### config.mk
export PLATFORM = sky130hd
export DESIGN_NAME = box_axis_projection_support_core
export DESIGN_NICKNAME = d
export VERILOG_FILES = /design/src/rtl/core/bap_pkg.sv /design/src/rtl/core/box_axis_projection_support_core.sv /design/src/rtl/core/bap_mac.sv
export VERILOG_INCLUDE_DIRS = /design/src /design/src/rtl/core
export SDC_FILE = /design/constraint.sdc
export NUM_CORES = 2
export LEC_CHECK = 0
export ABC_CLOCK_PERIOD_IN_PS = 6600
export BUFFER_PORTS_ARGS = -buffer_cell sky130_fd_sc_hd__buf_2
export CAP_MARGIN = 10
export CORE_MARGIN = 2
export CORE_UTILIZATION = 50
export CTS_CLUSTER_DIAMETER = 30
export CTS_CLUSTER_SIZE = 14
export DETAILED_ROUTE_END_ITERATION = 8
export HOLD_SLACK_MARGIN = 0.05
export PLACE_DENSITY = 0.7
export SLEW_MARGIN = 10
export SYNTH_ARGS = -nofsm -noshare
export SYNTH_HDL_FRONTEND = slang
export SYNTH_HIERARCHICAL = 1
export SYNTH_SLANG_ARGS = --single-unit
### constraint.sdc
create_clock -name clk_i -period 6.6 [get_ports clk_i]
set_input_delay 1.32 -clock clk_i [delete_from_list [all_inputs] [get_ports clk_i]]
set_output_delay 1.32 -clock clk_i [all_outputs]
set_load 0.05 [all_outputs]
### src/rtl/core/assert_macros.svh
// assertion helpers shared by the core files
`ifndef ASSERT_MACROS_SVH
`define ASSERT_MACROS_SVH
`ifndef SYNTHESIS
// property checked on every rising edge outside reset
`define ASSERT_CLK(lbl, clk, rstn, prop) \
  lbl: assert property (@(posedge clk) disable iff (!rstn) prop) \
    else $error("%m: property failed");
// condition that must never be seen on a rising edge outside reset
`define ASSERT_NEVER(lbl, clk, rstn, cond) \
  lbl: assert property (@(posedge clk) disable iff (!rstn) !(cond)) \
    else $error("%m: forbidden condition seen");
`else
`define ASSERT_CLK(lbl, clk, rstn, prop)
`define ASSERT_NEVER(lbl, clk, rstn, cond)
`endif
`endif

### src/rtl/core/bap_pkg.sv
package bap_pkg;

  // field widths
  localparam int CoordW     = 32;
  localparam int AxisW      = 16;
  localparam int SizeW      = 31;
  localparam int ProdW      = CoordW + AxisW;
  localparam int SumW       = 49;
  localparam int NumAxes    = 3;
  localparam int NumCorners = 8;
  localparam int CornerW    = 3;
  localparam int CompW      = 2;

  // stream and configuration widths
  localparam int InDataW  = 144;
  localparam int OutDataW = 200;
  localparam int CfgIdxW  = 2;
  localparam int CfgDataW = 32;

  localparam logic [SizeW-1:0] SizeReset = 31'd65536;

  // register indexes
  localparam logic [CfgIdxW-1:0] CfgSizeX = 2'd0;
  localparam logic [CfgIdxW-1:0] CfgSizeY = 2'd1;
  localparam logic [CfgIdxW-1:0] CfgSizeZ = 2'd2;

  // operation codes
  localparam logic OpSetCenter = 1'b0;
  localparam logic OpProject   = 1'b1;

  typedef enum logic [1:0] {
    StIdle,
    StIssue,
    StDrain,
    StFinish
  } state_e;

  // control that travels with one product into the mac
  typedef struct packed {
    logic valid;
    logic first;
    logic last;
  } mac_ctl_t;

  // finished dot product of one corner
  typedef struct packed {
    logic                   valid;
    logic signed [SumW-1:0] sum;
  } mac_out_t;

  // one corner coordinate: center plus or minus half the size, saturated
  function automatic logic signed [CoordW-1:0] corner_coord(
    input logic signed [CoordW-1:0] c,
    input logic        [SizeW-1:0]  size,
    input logic                     plus
  );
    logic signed [CoordW+1:0] ext_c;
    logic signed [CoordW+1:0] half;
    logic signed [CoordW+1:0] sum;
    logic signed [CoordW-1:0] res;
    ext_c = (CoordW+2)'(c);
    half  = (CoordW+2)'(size[SizeW-1:1]);
    sum   = plus ? ext_c + half : ext_c - half;
    if (sum[CoordW+1:CoordW-1] == 3'b000 || sum[CoordW+1:CoordW-1] == 3'b111) begin
      res = sum[CoordW-1:0];
    end else if (sum[CoordW+1]) begin
      res = {1'b1, {(CoordW-1){1'b0}}};
    end else begin
      res = {1'b0, {(CoordW-1){1'b1}}};
    end
    return res;
  endfunction

endpackage

### src/rtl/core/box_axis_projection_support_core.sv
// channel     | dir | handshake                         | content
// ------------+-----+-----------------------------------+---------------------------------
// s_axis      | in  | s_axis_tvalid / s_axis_tready     | op in tuser, center or axis
// m_axis      | out | m_axis_tvalid / m_axis_tready     | min, max, farthest corner
// cfg         | in  | cfg_valid_i / cfg_ready_o         | box size registers
//
// a set-center word leaves the block idle; a project word holds off the next accept until
// its result is handed to the output register and the block is idle again
// the work is one shared 32x16 multiply-accumulate unit, three products per corner over
// eight corners, fed through the coordinate, product and accumulator registers, then a
// hand-off to the output register and an idle state with ready high
// s_axis_tready is high only while idle; a waiting result holds in the output register
// and stalls the next project word only at its hand-off cycle
// asynchronous active-low reset: sizes to 1.0, center to zero, no result pending
`include "assert_macros.svh"

module box_axis_projection_support_core (
  input  logic                            clk_i,
  input  logic                            rst_ni,
  // pos_x[31:0], pos_y[63:32], pos_z[95:64], axis_x[111:96], axis_y[127:112],
  // axis_z[143:128]
  input  logic                            s_axis_tvalid,
  output logic                            s_axis_tready,
  input  logic [bap_pkg::InDataW-1:0]     s_axis_tdata,
  // op[0]
  input  logic                            s_axis_tuser,
  // proj_min[48:0], proj_max[97:49], far_x[129:98], far_y[161:130], far_z[193:162],
  // far_index[196:194], zero pad[199:197]
  output logic                            m_axis_tvalid,
  input  logic                            m_axis_tready,
  output logic [bap_pkg::OutDataW-1:0]    m_axis_tdata,
  input  logic                            cfg_valid_i,
  output logic                            cfg_ready_o,
  input  logic [bap_pkg::CfgIdxW-1:0]     cfg_index_i,
  input  logic [bap_pkg::CfgDataW-1:0]    cfg_data_i
);
  import bap_pkg::*;

  state_e                   state_d, state_q;
  logic [SizeW-1:0]         size_q [NumAxes];
  logic signed [CoordW-1:0] center_q [NumAxes];
  logic signed [AxisW-1:0]  axis_q [NumAxes];
  logic [CornerW-1:0]       corner_q;
  logic [CompW-1:0]         comp_q;

  logic                     in_acc;
  logic                     issue;
  logic                     issue_end;
  logic                     load_out;
  logic                     cmp_first;
  logic                     cmp_last;

  // coordinate stage in front of the mac
  logic signed [CoordW-1:0] coord_d, coord_q;
  logic signed [AxisW-1:0]  coord_axis_q;
  mac_ctl_t                 coord_ctl_d, coord_ctl_q;
  logic [CompW-1:0]         coord_comp_q;
  logic [CornerW-1:0]       coord_corner_q;

  // coordinates of the corner whose sum is in flight
  logic signed [CoordW-1:0] cc_q [2];
  logic signed [CoordW-1:0] hold_q [NumAxes];
  logic [CornerW-1:0]       hold_idx_q;

  mac_out_t                 mac_out;

  // running extremes
  logic signed [SumW-1:0]   min_q, max_q;
  logic signed [CoordW-1:0] far_q [NumAxes];
  logic [CornerW-1:0]       fidx_q;

  logic                     out_vld_q;
  logic [OutDataW-1:0]      out_data_q;

  assign in_acc      = s_axis_tvalid & s_axis_tready;
  assign cfg_ready_o = 1'b1;
  assign issue       = (state_q == StIssue);
  assign issue_end   = issue && (comp_q == CompW'(NumAxes - 1))
                       && (corner_q == CornerW'(NumCorners - 1));
  assign cmp_first   = (hold_idx_q == '0);
  assign cmp_last    = mac_out.valid && (hold_idx_q == CornerW'(NumCorners - 1));

  // sequencer
  always_comb begin
    state_d       = state_q;
    s_axis_tready = 1'b0;
    load_out      = 1'b0;
    unique case (state_q)
      StIdle: begin
        s_axis_tready = 1'b1;
        if (in_acc && s_axis_tuser == OpProject) begin
          state_d = StIssue;
        end
      end
      StIssue: begin
        if (issue_end) begin
          state_d = StDrain;
        end
      end
      StDrain: begin
        if (cmp_last) begin
          state_d = StFinish;
        end
      end
      StFinish: begin
        if (!out_vld_q || m_axis_tready) begin
          load_out = 1'b1;
          state_d  = StIdle;
        end
      end
      default: state_d = StIdle;
    endcase
  end

  always_ff @(posedge clk_i or negedge rst_ni) begin
    if (!rst_ni) begin
      state_q <= StIdle;
    end else begin
      state_q <= state_d;
    end
  end

  // corner and component counters
  always_ff @(posedge clk_i or negedge rst_ni) begin
    if (!rst_ni) begin
      corner_q <= '0;
      comp_q   <= '0;
    end else if (state_q == StIdle) begin
      corner_q <= '0;
      comp_q   <= '0;
    end else if (issue) begin
      if (comp_q == CompW'(NumAxes - 1)) begin
        comp_q   <= '0;
        corner_q <= corner_q + 1'b1;
      end else begin
        comp_q <= comp_q + 1'b1;
      end
    end
  end

  // configuration registers and box center
  always_ff @(posedge clk_i or negedge rst_ni) begin
    if (!rst_ni) begin
      for (int k = 0; k < NumAxes; k++) begin
        size_q[k]   <= SizeReset;
        center_q[k] <= '0;
      end
    end else begin
      if (cfg_valid_i) begin
        unique case (cfg_index_i)
          CfgSizeX: size_q[0] <= cfg_data_i[SizeW-1:0];
          CfgSizeY: size_q[1] <= cfg_data_i[SizeW-1:0];
          CfgSizeZ: size_q[2] <= cfg_data_i[SizeW-1:0];
          default: ;
        endcase
      end
      if (in_acc && s_axis_tuser == OpSetCenter) begin
        center_q[0] <= s_axis_tdata[31:0];
        center_q[1] <= s_axis_tdata[63:32];
        center_q[2] <= s_axis_tdata[95:64];
      end
    end
  end

  // axis captured on a project word
  always_ff @(posedge clk_i) begin
    if (in_acc && s_axis_tuser == OpProject) begin
      axis_q[0] <= s_axis_tdata[111:96];
      axis_q[1] <= s_axis_tdata[127:112];
      axis_q[2] <= s_axis_tdata[143:128];
    end
  end

  // corner coordinate for the current component
  assign coord_d           = corner_coord(center_q[comp_q], size_q[comp_q],
                                          corner_q[2'd2 - comp_q]);
  assign coord_ctl_d.valid = issue;
  assign coord_ctl_d.first = (comp_q == '0);
  assign coord_ctl_d.last  = (comp_q == CompW'(NumAxes - 1));

  always_ff @(posedge clk_i or negedge rst_ni) begin
    if (!rst_ni) begin
      coord_ctl_q <= '0;
    end else begin
      coord_ctl_q <= coord_ctl_d;
    end
  end

  always_ff @(posedge clk_i) begin
    if (issue) begin
      coord_q        <= coord_d;
      coord_axis_q   <= axis_q[comp_q];
      coord_comp_q   <= comp_q;
      coord_corner_q <= corner_q;
    end
  end

  // keep the corner's coordinates until its sum is compared
  always_ff @(posedge clk_i) begin
    if (coord_ctl_q.valid) begin
      if (coord_ctl_q.last) begin
        hold_q[0]  <= cc_q[0];
        hold_q[1]  <= cc_q[1];
        hold_q[2]  <= coord_q;
        hold_idx_q <= coord_corner_q;
      end else begin
        cc_q[coord_comp_q[0]] <= coord_q;
      end
    end
  end

  bap_mac u_mac (
    .clk_i   (clk_i),
    .rst_ni  (rst_ni),
    .ctl_i   (coord_ctl_q),
    .coord_i (coord_q),
    .axis_i  (coord_axis_q),
    .out_o   (mac_out)
  );

  // min, max and first farthest corner
  always_ff @(posedge clk_i) begin
    if (mac_out.valid) begin
      if (cmp_first || mac_out.sum < min_q) begin
        min_q <= mac_out.sum;
      end
      if (cmp_first || mac_out.sum > max_q) begin
        max_q  <= mac_out.sum;
        far_q  <= hold_q;
        fidx_q <= hold_idx_q;
      end
    end
  end

  // output register
  always_ff @(posedge clk_i or negedge rst_ni) begin
    if (!rst_ni) begin
      out_vld_q <= 1'b0;
    end else if (load_out) begin
      out_vld_q <= 1'b1;
    end else if (m_axis_tready) begin
      out_vld_q <= 1'b0;
    end
  end

  always_ff @(posedge clk_i) begin
    if (load_out) begin
      out_data_q <= {3'b000, fidx_q, far_q[2], far_q[1], far_q[0], max_q, min_q};
    end
  end

  assign m_axis_tvalid = out_vld_q;
  assign m_axis_tdata  = out_data_q;

  `ASSERT_CLK(a_mac_busy, clk_i, rst_ni, mac_out.valid |-> (state_q == StIssue || state_q == StDrain))
  `ASSERT_CLK(a_finish_after_last, clk_i, rst_ni, (state_q == StFinish && $past(state_q) == StDrain) |-> $past(cmp_last))
  `ASSERT_CLK(a_min_le_max, clk_i, rst_ni, (state_q == StFinish) |-> (min_q <= max_q))
  `ASSERT_NEVER(a_no_coord_idle, clk_i, rst_ni, coord_ctl_q.valid && state_q == StIdle)

endmodule

### src/rtl/core/bap_mac.sv
`include "assert_macros.svh"

module bap_mac (
  input  logic                                 clk_i,
  input  logic                                 rst_ni,
  input  bap_pkg::mac_ctl_t                    ctl_i,
  input  logic signed [bap_pkg::CoordW-1:0]    coord_i,
  input  logic signed [bap_pkg::AxisW-1:0]     axis_i,
  output bap_pkg::mac_out_t                    out_o
);
  import bap_pkg::*;

  logic signed [ProdW-1:0] coord_ext;
  logic signed [ProdW-1:0] axis_ext;
  logic signed [ProdW-1:0] prod_d, prod_q;
  logic                    prod_vld_q, prod_first_q, prod_last_q;
  logic signed [SumW-1:0]  acc_d, acc_q;
  logic                    acc_vld_q;

  // multiply stage
  assign coord_ext = ProdW'(coord_i);
  assign axis_ext  = ProdW'(axis_i);
  assign prod_d    = coord_ext * axis_ext;

  // accumulate stage, cleared by the first product of a corner
  assign acc_d = (prod_first_q ? '0 : acc_q) + SumW'(prod_q);

  always_ff @(posedge clk_i or negedge rst_ni) begin
    if (!rst_ni) begin
      prod_vld_q   <= 1'b0;
      prod_first_q <= 1'b0;
      prod_last_q  <= 1'b0;
      acc_vld_q    <= 1'b0;
    end else begin
      prod_vld_q   <= ctl_i.valid;
      prod_first_q <= ctl_i.first;
      prod_last_q  <= ctl_i.last;
      acc_vld_q    <= prod_vld_q & prod_last_q;
    end
  end

  always_ff @(posedge clk_i) begin
    if (ctl_i.valid) begin
      prod_q <= prod_d;
    end
    if (prod_vld_q) begin
      acc_q <= acc_d;
    end
  end

  assign out_o.valid = acc_vld_q;
  assign out_o.sum   = acc_q;

  // a finished sum follows the last product of its corner through the product and accumulator registers
  `ASSERT_CLK(a_sum_after_last, clk_i, rst_ni, acc_vld_q |-> $past(ctl_i.valid && ctl_i.last, 2))
  `ASSERT_CLK(a_first_clears, clk_i, rst_ni, (prod_vld_q && prod_first_q) |=> (acc_q == SumW'($past(prod_q))))
  `ASSERT_NEVER(a_first_and_last, clk_i, rst_ni, ctl_i.valid && ctl_i.first && ctl_i.last)

endmodule

Word level (Yosys, flattened, before mapping)
Memory sizes are Yosys's and may differ from the RTL's. A register that Yosys moved wholly into a read port is not among the register bits.
Index checks and enable logic that the tools add are counted.
W data, S select, Z words.
{"block": "classes", "addsub": 6, "multipliers": 1, "n_lt_le_gt_ge": 4, "eq_ne": 13, "muxes": 33, "bitwise": 4, "reduce_logical": 26}
{"op": "$mux W32", "n": 4}
{"op": "$bmux W32 S2", "n": 1}
{"op": "$bmux W31 S2", "n": 1}
{"op": "$mux W31", "n": 2}
{"op": "$add A49 B49 Y49", "n": 1}
{"op": "$gt A49 B49 Y1", "n": 1}
{"op": "$lt A49 B49 Y1", "n": 1}
{"op": "$mux W49", "n": 1}
{"op": "$mul A32 B16 Y48", "n": 1}
{"op": "$mux W34", "n": 1}
{"op": "$add A32 B31 Y33", "n": 1}
{"op": "$sub A32 B31 Y33", "n": 1}
{"op": "$mux W2", "n": 7}
{"op": "$reduce_and A2 Y1", "n": 7}
{"op": "$mux W1", "n": 11}
{"op": "$eq A3 B3 Y1 const B", "n": 3}
{"op": "$mux W3", "n": 3}
{"op": "$eq A2 B2 Y1 const B", "n": 4}
{"op": "$pmux W2 S4", "n": 1}
{"op": "$logic_not A2 Y1", "n": 3}
{"op": "$logic_not A3 Y1", "n": 2}
{"op": "$ne A2 B2 Y1 const B", "n": 3}
{"op": "$reduce_bool A2 Y1", "n": 3}
{"op": "$logic_and A1 B1 Y1", "n": 5}
{"op": "other kinds (14)", "n": 19}
{"block": "totals", "ff_bits": 766, "mem_bits_rw": 112, "inputBits": 184, "output_inout_bits": 203, "word_cells": 120, "mem_count": 2}
{"memory": "cc_q", "depth": 2, "width": 32, "rd": 2, "rd_clocked_by_memory_dff": 2, "wr": 1, "line_no": "box_axis_projection_support_core.sv:61", "rtl": "logic signed [CoordW-1:0] cc_q [2];"}
{"memory": "axis_q", "depth": 3, "width": 16, "rd": 1, "rd_clocked_by_memory_dff": 1, "wr": 3, "line_no": "box_axis_projection_support_core.sv:42", "rtl": "logic signed [AxisW-1:0] axis_q [NumAxes];"}

Depth between registers and ports, before layout
{"block": "logic_depth", "ltp_word": 9, "depth_mapped": 26, "ltp_nobuf": 24}

By module
Netlist, hierarchy kept.
{"module": "box_axis_projection_support_core", "instances": 1, "cells_per_inst": 2078, "area_each_um2": 34015.1, "seq_area_each_um2": 24662.4}
{"module": "bap_mac", "instances": 1, "cells_per_inst": 2621, "area_each_um2": 24109.4, "seq_area_each_um2": 3012.9}

Worst setup path after synthesis
Ideal clock, no wire load.
{"block": "synth_timing", "path_type": "input to register", "from": "input port m_axis_tready", "to": "register out_data_q[0], in the netlist m_axis_tdata[0] (enable)", "setup_time_ns": 0.582, "arrival_time_ns": 5.958, "required_time_ns": 6.018, "path_slack_ns": 0.060, "stages": 2, "path_buffers": 0, "path_cell_list": "nand2b_1 and2_1"}
{"block": "synth_via", "elab_chain_len": 3}
{"element": "start, declared", "line_no": "box_axis_projection_support_core.sv:30", "rtl": "input logic m_axis_tready,"}
{"element": "$logic_or A1 B1 Y1", "line_no": "box_axis_projection_support_core.sv:106", "rtl": "if (!out_vld_q || m_axis_tready) begin"}
{"element": "$mux W1", "line_no": "box_axis_projection_support_core.sv:106"}
{"element": "$mux W1", "line_no": "box_axis_projection_support_core.sv:88", "rtl": "unique case (state_q)"}
{"element": "net load_out", "line_no": "box_axis_projection_support_core.sv:49", "rtl": "logic load_out;"}
{"element": "end signal, assigned", "line_no": "box_axis_projection_support_core.sv:248", "rtl": "out_data_q <= {3'b000, fidx_q, far_q[2], far_q[1], far_q[0], max_q, min_q};"}
{"element": "end, declared", "line_no": "box_axis_projection_support_core.sv:73", "rtl": "logic [OutDataW-1:0] out_data_q;"}
The timed path passes the listed nets, and every way through them passes these cells.
A chain may end at the register's enable or synchronous reset.

Worst setup path in the final report
{"block": "layout_timing", "from": "register coord_axis_q[5], read port of axis_q", "to": "register u_mac.prod_q[41], data pin"}
{"block": "layout_via", "elab_chain_len": 1}
{"element": "start, declared", "line_no": "box_axis_projection_support_core.sv:55", "rtl": "logic signed [AxisW-1:0] coord_axis_q;"}
{"element": "$mul A32 B16 Y48", "line_no": "bap_mac.sv:23", "rtl": "assign prod_d = coord_ext * axis_ext;"}
{"element": "net u_mac.prod_d[41]", "line_no": "bap_mac.sv:15", "rtl": "logic signed [ProdW-1:0] prod_d, prod_q;"}
{"element": "end signal, assigned", "line_no": "bap_mac.sv:44", "rtl": "prod_q <= prod_d;"}
{"element": "end, declared", "line_no": "bap_mac.sv:15"}
The timed path passes the listed nets, and every way through them passes these cells.

==> impl_results.md <==
- Status: finished clean
- Worst path arrival time: 6.94 ns
- Clock Skew: 0.07109 ns
- Pin count of the biggest net entering global routing: 155
- Most used DFF post-synth: edfxtp_1
- Initial cell density of the core: 50.22%
- Total grt overflow: 0
- Min Tclk post-route: 6.460 ns
- Tot GR Track Use: 23.03%
- Final Cycle Share: 97.88%
- Post-synth EDFFs: 754
- Post-Syn Area: 0.05812 mm²
- Overall die width: 345.0 µm
- Vias: 36987
- Hold WC Path Type: reg -> reg
- Vias per cell: 5.245
- Remaining DRCs: 0
- DRT iter0 DRCs: 2054
- Yosys warnings: 6
- # IOs: 387
- WL final: 133.9 mm
- CTS HTree Levels: 4
- Vias in the first global route: 39265
- Max Cap Viol: 0
- Slowest stage delay, CP: 0.55 ns
- Routability cong.: 0.9072
- Global-route wire length before repair: 210.9 mm
- Max-slew violations: 0
- CTS tree: yes
- Yosys reg bits: 955
- Startpoint types: flip-flop
- Die area: 0.1190 mm²
- TritonCTS Buffers: 181
- Slowest-stage cell, CP: fa_1
- Slew HR: 25.69%
- Clk Latency, worst-skew pair: 0.80 ns
- TritonRoute pass-1 iters: 6
- Area growth from synthesis to layout: 21.73%
- Port bufs: 380
- Setup TNS: 0 ns
- CP max FO: 5
- Antenna Violating Nets Remaining: 0
- CTS Buffer Depth: 3
- Initial antenna violation count: 16
- Post-synthesis sequential area ratio: 47.61%
- Synth unique cells: 88
- HPWL Detailed: 99.09 mm
- Fill count: 9108
- Layout cell share with drive strength beyond 1: 23.37%
- CP endpoint kind: flip-flop
- Max Clk Rate: 154.8 MHz
- Critical path class: reg -> reg
- Slew @ Worst Pin: 1.115 ns
- Clock root buffer: clkbuf_16
- WL/cell: 18.99 µm
- Fin nets: 6341
- Die H: 345.0 µm
- Clock transition at path regs: 0.05 ns
- Number of clock sinks: 955
- Crit path cell chain: buf_6 > buf_6 > and2_4 > fa_1 > inv_1 > fa_2 > fa_2 > inv_2 > fa_2 > fa_1 > inv_2 > fa_1 > inv_1 > ha_2 > a21o_1 > a211oi_2 > nor2_1 > a221o_1 > a31oi_4 > o31ai_2 > buf_4 > a21o_4 > a221oi_4 > xnor2_1
- Final setup violation count: 0
- Fin. Hold Viols: 0
- Post-Synthesis Cells: 4699
- WP data required: 7.08 ns
- # rows: 125
- RSZ-0062 raised after global routing: yes
- Post-synthesis async set-or-reset flop share: 21.05%
- Post-synthesis area per instance: 12.37 µm²
- Core region area: 0.1157 mm²
## area by class of cell
cell class | instances | area [µm²] | share of cell area, %
Sequential cell | 955 | 27680 | 39.13
Multi-Input combinational cell | 2848 | 27590 | 39.00
Clock buffer | 203 | 4682 | 6.617
Timing Repair Buffer | 655 | 4218 | 5.961
Inverter | 727 | 2729 | 3.857
Clock inverter | 132 | 1923 | 2.718
Tap cell | 1524 | 1907 | 2.695
Antenna cell | 8 | 20.02 | 0.02829
## flip-flops by register name, summed over array words and instances (netlist names), 16 cells and up
name	flops
cc_q	64
min_q	49
coord_axis_q	16
m_axis_tdata	197
u_mac/prod_q	48
center_q	96
axis_q	48
size_q	90
far_q	96
max_q	49
hold_q	96
u_mac/acc_q	49
coord_q	32
## path summary, 6_finish.rpt
check                      slack [ns]  cells past startpoint             from            endpoint
min reg2reg                      0.35                      0   coord_ctl_q[1]  u_mac/prod_first_q
min in group asynchronous        0.48                      1           rst_ni          size_q[75]
min                              0.35                      0   coord_ctl_q[1]  u_mac/prod_first_q
max in group asynchronous        4.90                      2           rst_ni        center_q[33]
max                              0.14                     24  coord_axis_q[5]    u_mac/prod_q[41]
max reg2reg                      0.14                     24  coord_axis_q[5]    u_mac/prod_q[41]
## critical path, delay by kind of cell, from the launching register on
kind | cells | cell delay [ns]
DFF | 1 | 0.41
xor gates and xnor gates | 1 | 0.10
and+or+nand+nor | 2 | 0.20
adders and majority gates | 7 | 3.14
AOI/OAI and AO/OA | 7 | 1.61
buffers and inverters | 7 | 0.66
## Yosys cell counts (113+ instances only)
master / instances / area share, %
edfxtp_1: 754 / 39
inv_1: 725 / 4.7
fa_1: 488 / 17
nand2_1: 425 / 2.7
ha_1: 301 / 6.5
and2_1: 220 / 2.4
dfrtp_1: 198 / 8.5
mux2_2: 188 / 3.6
a21oi_1: 159 / 1.4
clkbuf_1: 138 / 0.89
nor2_1: 122 / 0.79
o21ai_0: 118 / 1.0
a21o_1: 113 / 1.5
## layer usage
layer  track usage (%)  wire [µm]  up-vias
met1             28.04      52720    18510
met4             9.190       5021       24
met3             4.716       7226      307
met5                 0        148        -
li1                  -          -    17163
met2             40.10      68800      983
## cell families after synthesis
| group | Yosys count | share of synthesized area [%] |
|---|---|---|
| AOI/OAI and AO/OA | 593 | 6.686 |
| xor gates and xnor gates | 156 | 2.396 |
| adders and majority gates | 820 | 23.82 |
| buffers and inverters | 898 | 5.946 |
| DFF | 955 | 47.61 |
| muxes | 268 | 5.020 |
| other | 2 | 0.01292 |
| and+or+nand+nor | 1007 | 8.505 |
## through the flow
| step | hold WS, ns | worst slack, ns | util, % | instances | area (µm²) |
|---|---|---|---|---|---|
| 2_1_floorplan | 0.3312 | 0.06034 | - | 4701 | 58130 |
| 3_3_place_gp | 0.3361 | -0.2440 | 54.75 | 6691 | 63360 |
| 3_5_place_dp | 0.3410 | -0.2916 | 54.75 | 6691 | 63360 |
| 4_1_cts | 0.3524 | 0.01241 | 60.63 | 7031 | 70170 |
| 5_1_grt | 0.3610 | -0.07742 | 61.12 | 7046 | 70740 |
| 6_report | 0.3512 | 0.1399 | 61.13 | 7052 | 70750 |
## cell usage in the layout (no fill, tap or decap), drive strengths merged, types with 8 or more instances in the layout
cell type,count
a211oi,17
nor2b,65
mux2i,80
clkbuf,204
a21oi,159
clkinv,62
a21o,113
nand3,38
nor3,25
mux2,188
nor4,11
bufinv,32
diode,8
nor2,122
ha,301
nand2b,22
edfxtp,754
maj3,31
clkinvlp,18
o31ai,10
and4,9
nand4,31
xor2,61
and3,16
o21bai,29
xnor2,95
o21a,21
nand2,425
inv,747
o21ai,141
fa,488
a31oi,19
o2bb2ai,17
and2,220
buf,654
dfrtp,198
## timing repair
action | CTS | global route
resized for setup | 35 | 101
cloned | 0 | 1
hold buffers | 0 | 0
setup buffers | 5 | 13
pin swaps | 21 | 91
setup endpoints to repair | 18 | 17
Power is left out: the tool's default activity adds up to more than one toggle a clock period on the data nets, which glitch-free logic cannot reach.
